===== src/rtl/tfq_pkg.sv =====
package tfq_pkg;

    localparam int TAG_W    = 64;
    localparam int REWARD_W = 20;
    localparam int KIND_W   = 8;
    localparam int DUR_W    = 20;
    localparam int THR_W    = 21;
    localparam int SUM_W    = 24;
    localparam int REQ_W    = 3;
    localparam int STATUS_W = 2;

    localparam logic [REQ_W-1:0] REQ_ENQUEUE   = 3'd0;
    localparam logic [REQ_W-1:0] REQ_DEQUEUE   = 3'd1;
    localparam logic [REQ_W-1:0] REQ_PEEK      = 3'd2;
    localparam logic [REQ_W-1:0] REQ_CLEAR     = 3'd3;
    localparam logic [REQ_W-1:0] REQ_PARTITION = 3'd4;

    localparam logic [STATUS_W-1:0] STATUS_OK    = 2'd0;
    localparam logic [STATUS_W-1:0] STATUS_EMPTY = 2'd1;
    localparam logic [STATUS_W-1:0] STATUS_FULL  = 2'd2;

    localparam logic [SUM_W-1:0] SUM_MAX = {SUM_W{1'b1}};

    // One queue entry as it sits in memory
    typedef struct packed {
        logic [TAG_W-1:0]    tag;
        logic [REWARD_W-1:0] reward;
        logic [KIND_W-1:0]   kind;
        logic [DUR_W-1:0]    duration;
    } entry_t;

    typedef enum logic [1:0] {
        ST_IDLE,
        ST_SCAN,
        ST_MOVE,
        ST_DONE
    } state_t;

endpackage


===== src/rtl/tfq_ram.sv =====
module tfq_ram
    import tfq_pkg::*;
#(
    parameter int DEPTH  = 16,
    parameter int ADDR_W = 4
)
(
    input  logic              clk,
    input  logic              wr_en,
    input  logic [ADDR_W-1:0] wr_addr,
    input  entry_t            wr_data,
    input  logic              rd_en,
    input  logic [ADDR_W-1:0] rd_addr,
    output entry_t            rd_data
);

    entry_t mem [DEPTH];
    entry_t rd_data_reg;

    always_ff @(posedge clk)
    begin
        if (wr_en)
        begin
            mem[wr_addr] <= wr_data;
        end
    end

    // hold read data until the next read
    always_ff @(posedge clk)
    begin
        if (rd_en)
        begin
            rd_data_reg <= mem[rd_addr];
        end
    end

    assign rd_data = rd_data_reg;

endmodule

===== config.mk =====
export PLATFORM = sky130hd
export DESIGN_NAME = tfq_ram
export DESIGN_NICKNAME = d
export VERILOG_FILES = /design/src/rtl/tfq_pkg.sv /design/src/rtl/tfq_ram.sv
export SDC_FILE = /design/constraint.sdc
export NUM_CORES = 1
export LEC_CHECK = 0
export BUFFER_PORTS_ARGS = -buffer_cell sky130_fd_sc_hd__buf_2
export CAP_MARGIN = 20
export CELL_PAD_IN_SITES_DETAIL_PLACEMENT = 1
export CELL_PAD_IN_SITES_GLOBAL_PLACEMENT = 1
export CORE_ASPECT_RATIO = 1.1
export CORE_MARGIN = 4
export CORE_UTILIZATION = 50
export DETAILED_ROUTE_END_ITERATION = 8
export GPL_TIMING_DRIVEN = 0
export PLACE_DENSITY_LB_ADDON = 0.05
export RECOVER_POWER = 50
export SYNTH_ARGS = -nofsm -noshare
export SYNTH_HDL_FRONTEND = slang
export SYNTH_SLANG_ARGS = --single-unit

===== constraint.sdc =====
create_clock -name clk -period 13.8 [get_ports clk]
set_input_delay 2.07 -clock clk [delete_from_list [all_inputs] [get_ports clk]]
set_output_delay 2.07 -clock clk [all_outputs]
set_load 0.005 [all_outputs]

==> impl_summary.txt, run 1 <==
----------------------------------------------------
[Outcome]
  Status ... finished with violations
  Violated checks ... max-capacitance violations, max-slew violations

[Worst hold path]
  Hold WC Path Type ... flip-flop to flip-flop

[Die]
  Die Area ... 147000 um^2
  X dimension of the die ... 365 um
  Die outline height ... 401 um
  Boundary Pins ... 235
  Floorplan Core Area ... 140000 um^2
  Initial Util ... 50.3%
  Site row count ... 144

[Critical path]
  Largest fanout of any net on the critical path ... 72
  CP max-delay cell ... sky130_fd_sc_hd__clkbuf_1
  Cell type group with the largest total delay on the critical path ... buffers and inverters
  Start-to-end type of the worst setup path ... input port to flip-flop
  Worst path arrival time ... 8500 ps
  Count of buffering cells on the critical path with inverters included ... 2
  Dominant cell type by count on the critical path ... sky130_fd_sc_hd__clkbuf_1
  Data required time at the worst endpoint ... 14050 ps
  Critical Path Max Stage Delay ... 3930 ps
  Crit-path cells ... clkbuf_1, clkbuf_1
  Critical path launch point type ... input port
  Capturing element type of the critical path ... flip-flop

[Logic synthesis]
  Number of instances in the synthesized netlist ... 2864
  Syn nets ... 2987
  Number of warnings reported in the yosys synthesis log ... 0
  Synth unique cells ... 17
  Register area share after synthesis ... 81.3%
  Synthesized flop and latch total ... 1904
  Cell taking the most area after synthesis ... sky130_fd_sc_hd__edfxtp_1
  Average footprint of a synthesized cell ... 24.5 um^2
  Biggest area contributors in the synthesized netlist ... sky130_fd_sc_hd__edfxtp_1, sky130_fd_sc_hd__mux4_2, sky130_fd_sc_hd__a22oi_1, sky130_fd_sc_hd__nand2_1, sky130_fd_sc_hd__buf_4
  Area share of the leading cell type in the synthesized netlist ... 81.3%
  Synthesized area ... 70300 um^2

[Clock network]
  Clk sinks ... 1904
  Root buf cell ... sky130_fd_sc_hd__clkbuf_16
  CTS resizes ... 0
  Hold_buf cts ... 0
  Clock tree from TritonCTS ... done
  Clock transition time at the flip-flop clock pins of the worst setup and hold paths ... 60 ps
  Number of buffers created by CTS ... 186
  Max clock buf depth ... 3
  Post-CTS Repair Setup Buffers ... 0
  # H-tree levels ... 4
  Clock latency on the worst-skew pair ... 800 ps

[Placement]
  Cell Count Post-Placement ... 5060
  Weighted congestion at the end of routability-driven global placement ... 0.734
  Port bufs ... 232
  DP HPWL ... 116000 um
  Setup slack at placement ... 8710 ps

[Pwr]
  Static Leak ... 0.0260 uW
  Switching pwr ... 2500 uW
  Combinational power share ... 5.0%
  Switching part of the total power ... 20.8%
  Part of the power in registers ... 54.7%
  Worst VDD drop ... 0.000131 V
  Internal power consumption ... 9500 uW
  Relative contribution of the clock network to total power ... 40.3%
  Power Density ... 147 nW/um^2

[Timing]
  Accumulated negative setup slack ... 0 ps
  Headroom to the max-slew limit ... -270%
  Fin worst setup slack ... 5550 ps
  Worst-case clock skew ... 23.3 ps
  Achievable frequency ... 0.121 GHz
  Final max-slew violation count ... 164
  Hold slack final ... 739 ps
  Post-route fraction of the period consumed by the critical path ... 59.8%
  Final min period ... 8250 ps
  Number of failing hold endpoints at the final stage ... 0
  Least-Margin Pin Slew ... 5540 ps
  Setup violations, final ... 0
  RSZ-0062 raised after global routing ... no

[GRT]
  GRT Residual Overflow ... 0
  Pin count of the biggest net entering global routing ... 73
  Antenna violations before repair ... 31
  Wire length of the first global-routing pass ... 258000 um
  Global Route Usage Sum ... 24.8%
  Via count of the first global-routing pass ... 36000

[Layout]
  Layout net count ... 3546
  Non-filler cells in the finished layout ... 5415
  Largest register FFs ... 1792
  Filler Cell Count ... 11500
  Area growth from synthesis to layout ... 16.3%
  Fraction of final layout cells with drive strength greater than 1 ... 28.2%

[Route]
  Routed Antenna Nets ... 0
  DR DRC count ... 0
  Via density ... 6.09
  Pre-Repair DR Iteration Count ... 5
  Drt wl/cell ... 33.0 um
  Iter 0 DRT Violations ... 3549
  Via total after detailed routing ... 33000
  DRT Wirelength ... 178000 um

[Job]
  Maxcap violations ... 5

----------------------------------------------------
-- routing by layer --
metal	GRT usage, %	wire, um	vias to the layer above
met5	0	86	-
met4	6.00	3880	14
met3	4.90	11500	259
met2	40.8	89900	1153
met1	34.8	73100	18000
li1	-	-	13600
-- path summary, 6_finish.rpt --
| path | cells past startpoint | slack, ps | end | from |
|---|---|---|---|---|
| hold reg to reg | 3 | 740 | rd_data[31]$_DFFE_PP_ | mem[14][31]$_DFFE_PP_ |
| setup / recovery | 2 | 5550 | rd_data[75]$_DFFE_PP_ | rd_en |
| hold / removal | 3 | 740 | rd_data[31]$_DFFE_PP_ | mem[14][31]$_DFFE_PP_ |
| setup reg to reg | 3 | 12190 | rd_data[78]$_DFFE_PP_ | mem[10][78]$_DFFE_PP_ |
-- power groups by stage --
stage	logic, uW	registers [uW]	clock network [uW]
6_report	601	6560	4830
2_1_floorplan	308	6680	0
5_1_grt	649	6570	5190
3_5_place_dp	619	6680	0
3_3_place_gp	569	6700	0
4_1_cts	621	6560	4930
-- cells in the final DEF, fill, tap and decap left out, types with 2 or more instances in the layout --
master and instances:
sky130_fd_sc_hd__edfxtp_1 1904, sky130_fd_sc_hd__mux4_2 448, sky130_fd_sc_hd__clkbuf_1 226, sky130_fd_sc_hd__a22oi_1 224, sky130_fd_sc_hd__clkbuf_16 195, sky130_fd_sc_hd__buf_2 130
sky130_fd_sc_hd__nand2_1 113, sky130_fd_sc_hd__buf_6 65, sky130_fd_sc_hd__buf_12 51, sky130_fd_sc_hd__clkinv_1 50, sky130_fd_sc_hd__buf_4 37, sky130_fd_sc_hd__buf_1 35
sky130_fd_sc_hd__clkinv_2 23, sky130_fd_sc_hd__buf_16 19, sky130_fd_sc_hd__diode_2 14, sky130_fd_sc_hd__bufinv_16 9, sky130_fd_sc_hd__buf_8 9, sky130_fd_sc_hd__nor2_4 7
sky130_fd_sc_hd__nor2_1 6, sky130_fd_sc_hd__nor3_2 4, sky130_fd_sc_hd__inv_6 4, sky130_fd_sc_hd__clkinvlp_4 4, sky130_fd_sc_hd__nor2b_1 2, sky130_fd_sc_hd__clkbuf_2 2
sky130_fd_sc_hd__nand3b_1 2, sky130_fd_sc_hd__nand2b_1 2, sky130_fd_sc_hd__clkinv_8 2
-- area by class of cell --
class / instances / area (um^2) / area share (%)
buffer: 149 / 795 / 0.972
timing repair buffer: 371 / 3330 / 4.07
antenna: 14 / 35.0 / 0.0428
sequential: 1904 / 57200 / 69.9
tap: 1825 / 2280 / 2.79
multi-input combinational: 811 / 12400 / 15.2
clock inverter: 92 / 671 / 0.820
clock buffer: 249 / 5080 / 6.22
-- synth_stat cells (all sizes together) --
master / instances
a22oi: 224
and2: 1
buf: 92
clkbuf: 57
edfxtp: 1904
mux4: 448
nand2: 113
nand2b: 2
nand3: 1
nand3b: 2
nor2: 13
nor2b: 2
nor3: 4
or3b: 1
-- through the flow --
step	area [um^2]	total power, uW	util, %
after floorplan	70300	6990	-
after global placement	73700	7270	52.7
after detailed placement	76200	7300	54.5
after CTS	82000	12100	58.6
after global routing	81700	12400	58.5
final	81800	12000	58.5
-- logic make-up after synthesis --
logic type / count (synthesis) / share of synthesized area (%)
buffers and inverters: 149 / 1.13
AOI/OAI and AO/OA: 224 / 2.39
and+or+nand+nor: 139 / 0.787
muxes: 448 / 14.4
DFF: 1904 / 81.3
No activity file was read; power rests on OpenSTA's default activity.
==> inputs of run 2 (changes only) <==
==> constraint.sdc (replaced) <==
create_clock -name clk -period 7.35 [get_ports clk]
set_input_delay 1.1025 -clock clk [delete_from_list [all_inputs] [get_ports clk]]
set_output_delay 1.1025 -clock clk [all_outputs]
set_load 0.005 [all_outputs]
==> impl_summary.txt, run 2 (synthesis results as in run 1) <==
----------------------------------------------------
[Outcome]
  Status ... finished with violations
  Violated checks ... max-capacitance violations, max-slew violations

[Critical path]
  Crit-path cells ... clkbuf_1, buf_16
  Cell type group with the largest total delay on the critical path ... buffers and inverters
  R2R cell count ... 3
  Largest fanout of any net on the critical path ... 77
  Critical path launch point type ... input port
  Capturing element type of the critical path ... flip-flop
  FF-to-FF Start ... mem[0][25]$_DFFE_PP_
  CP max-delay cell ... sky130_fd_sc_hd__clkbuf_1
  FF-to-FF setup slack ... 5740 ps
  Start-to-end type of the worst setup path ... input port to flip-flop
  Data required time at the worst endpoint ... 7770 ps
  Worst r2r dst ... rd_data[25]$_DFFE_PP_
  Worst path arrival time ... 3710 ps
  Count of buffering cells on the critical path with inverters included ... 2
  Critical Path Max Stage Delay ... 1970 ps

[GRT]
  Layer with the highest usage ... met2
  Met3 usage in global routing ... 4.82%
  GRT met1 Usage ... 33.6%
  Wire length of the first global-routing pass ... 254000 um
  Global Route Usage Sum ... 24.5%
  Met2 capacity usage during global routing ... 41.1%
  GRT Residual Overflow ... 0
  Antenna violations before repair ... 32
  Pin count of the biggest net entering global routing ... 78
  Via count of the first global-routing pass ... 35600

[Pwr]
  Worst VDD drop ... 0.000202 V
  Combinational power share ... 5.0%
  Static Leak ... 0.0259 uW
  Switching part of the total power ... 20.7%
  Part of the power in registers ... 54.9%
  Switching pwr ... 4640 uW
  Internal power consumption ... 17800 uW
  Power Density ... 274 nW/um^2
  Relative contribution of the clock network to total power ... 40.0%

[Layout]
  Non-filler cells in the finished layout ... 5370
  Fraction of final layout cells with drive strength greater than 1 ... 27.7%
  Sequential standard cell area ... 57200 um^2
  Highest-count cells in the layout ignoring fill and taps ... sky130_fd_sc_hd__edfxtp_1, sky130_fd_sc_hd__mux4_2, sky130_fd_sc_hd__a22oi_1, sky130_fd_sc_hd__clkbuf_1, sky130_fd_sc_hd__clkbuf_16
  Filler Cell Count ... 11400
  Leading cell type in the layout, fill and taps excluded ... sky130_fd_sc_hd__edfxtp_1
  Area growth from synthesis to layout ... 16.3%
  Layout net count ... 3517
  Multi-input gate area in the final layout ... 12400 um^2
  Largest register FFs ... 1792

[Timing]
  Fin worst setup slack ... 4060 ps
  Headroom to the max-slew limit ... -90.7%
  Achievable frequency ... 0.304 GHz
  Post-route fraction of the period consumed by the critical path ... 44.7%
  Setup violations, final ... 0
  Accumulated negative setup slack ... 0 ps
  RSZ-0062 raised after global routing ... no
  Worst-case clock skew ... 22.6 ps
  Final min period ... 3290 ps
  Final max-slew violation count ... 36
  Number of failing hold endpoints at the final stage ... 0
  Least-Margin Pin Slew ... 2860 ps

[Placement]
  Port bufs ... 232
  Setup slack at placement ... 3550 ps
  DP HPWL ... 114000 um
  Weighted congestion at the end of routability-driven global placement ... 0.719
  Cell Count Post-Placement ... 5031

[Clock network]
  Max clock buf depth ... 3
  Hold_buf cts ... 0
  Root buf cell ... sky130_fd_sc_hd__clkbuf_16
  Clock latency on the worst-skew pair ... 810 ps
  # H-tree levels ... 4
  Post-CTS Repair Setup Buffers ... 0
  CTS resizes ... 0
  Number of buffers created by CTS ... 186
  Clk sinks ... 1904
  Clock tree from TritonCTS ... done
  Clock transition time at the flip-flop clock pins of the worst setup and hold paths ... 60 ps

[Route]
  DRT Wirelength ... 176000 um
  DR DRC count ... 0
  Routed Antenna Nets ... 0
  Drt wl/cell ... 32.8 um
  Via density ... 6.08
  Via total after detailed routing ... 32700
  Pre-Repair DR Iteration Count ... 5
  Iter 0 DRT Violations ... 3520

[Worst hold path]
  Hold Crit Start ... mem[15][69]$_DFFE_PP_
  Hold WC Path Type ... flip-flop to flip-flop
  Number of cells on the worst hold path ... 3
  Endpoint of the worst hold-timing path ... rd_data[69]$_DFFE_PP_

[Die]
  Site row count ... 144
  Die outline height ... 401 um
  X dimension of the die ... 365 um
  Initial Util ... 50.3%
  Floorplan Core Area ... 140000 um^2
  Boundary Pins ... 235
  Die Area ... 147000 um^2

[Job]
  Maxcap violations ... 1

----------------------------------------------------
==> run 2: cell types whose count changed in the layout (fill, tap and decap cells not counted), moves of 5 or more <==
cell,previous run,this run
sky130_fd_sc_hd__buf_12,51,58
sky130_fd_sc_hd__buf_16,19,36
sky130_fd_sc_hd__buf_4,37,32
sky130_fd_sc_hd__buf_6,65,13
sky130_fd_sc_hd__clkbuf_1,226,219
sky130_fd_sc_hd__clkinv_1,50,44
==> run 2: worst max-delay path by stage <==
stage | slack [ps] | endpoint | cells past startpoint | startpoint
after floorplan | 470 | mem[1][0]$_DFFE_PP_ | 2 | wr_addr[2]
after global placement | -6110 | mem[1][48]$_DFFE_PP_ | 3 | wr_addr[2]
after detailed placement | 3550 | rd_data[100]$_DFFE_PP_ | 6 | rd_addr[3]
after CTS | 4460 | rd_data[100]$_DFFE_PP_ | 6 | rd_addr[3]
after global routing | 3950 | rd_data[72]$_DFFE_PP_ | 2 | rd_en
final | 4060 | rd_data[72]$_DFFE_PP_ | 2 | rd_en
==> run 2: power by group through the flow <==
| stage | clock (uW) | sequential [uW] | combinational [uW] |
|---|---|---|---|
| 6_report | 8970 | 12300 | 1130 |
| 3_3_place_gp | 0 | 12600 | 1070 |
| 4_1_cts | 9150 | 12300 | 1170 |
| 2_1_floorplan | 0 | 12500 | 578 |
| 3_5_place_dp | 0 | 12500 | 1170 |
| 5_1_grt | 9650 | 12300 | 1220 |
==> run 2: stage by stage <==
step / area [um^2] / hold WS (ps) / power (uW) / util [%]
floorplan: 70300 / 710 / 13100 / -
global placement: 73800 / 725 / 13600 / 52.8
detailed placement: 76300 / 732 / 13700 / 54.6
CTS: 82000 / 599 / 22600 / 58.6
global route: 81700 / 768 / 23200 / 58.4
finish: 81700 / 739 / 22400 / 58.4
==> run 2: cell type report <==
type,instances,area share [%]
Buffer,149,0.972
Tap cell,1825,2.79
Antenna cell,16,0.0490
Timing Repair Buffer,342,4.10
Multi-Input combinational cell,811,15.2
Sequential cell,1904,70.0
Clock inverter,88,0.831
Clock buffer,235,6.08
==> run 2: routing by layer <==
| layer | vias up | part of all wire [%] |
|---|---|---|
| li1 | 13500 | - |
| met1 | 17700 | 40 |
| met2 | 1180 | 51 |
| met3 | 238 | 6.8 |
| met4 | 14 | 2.1 |
| met5 | - | 0.047 |
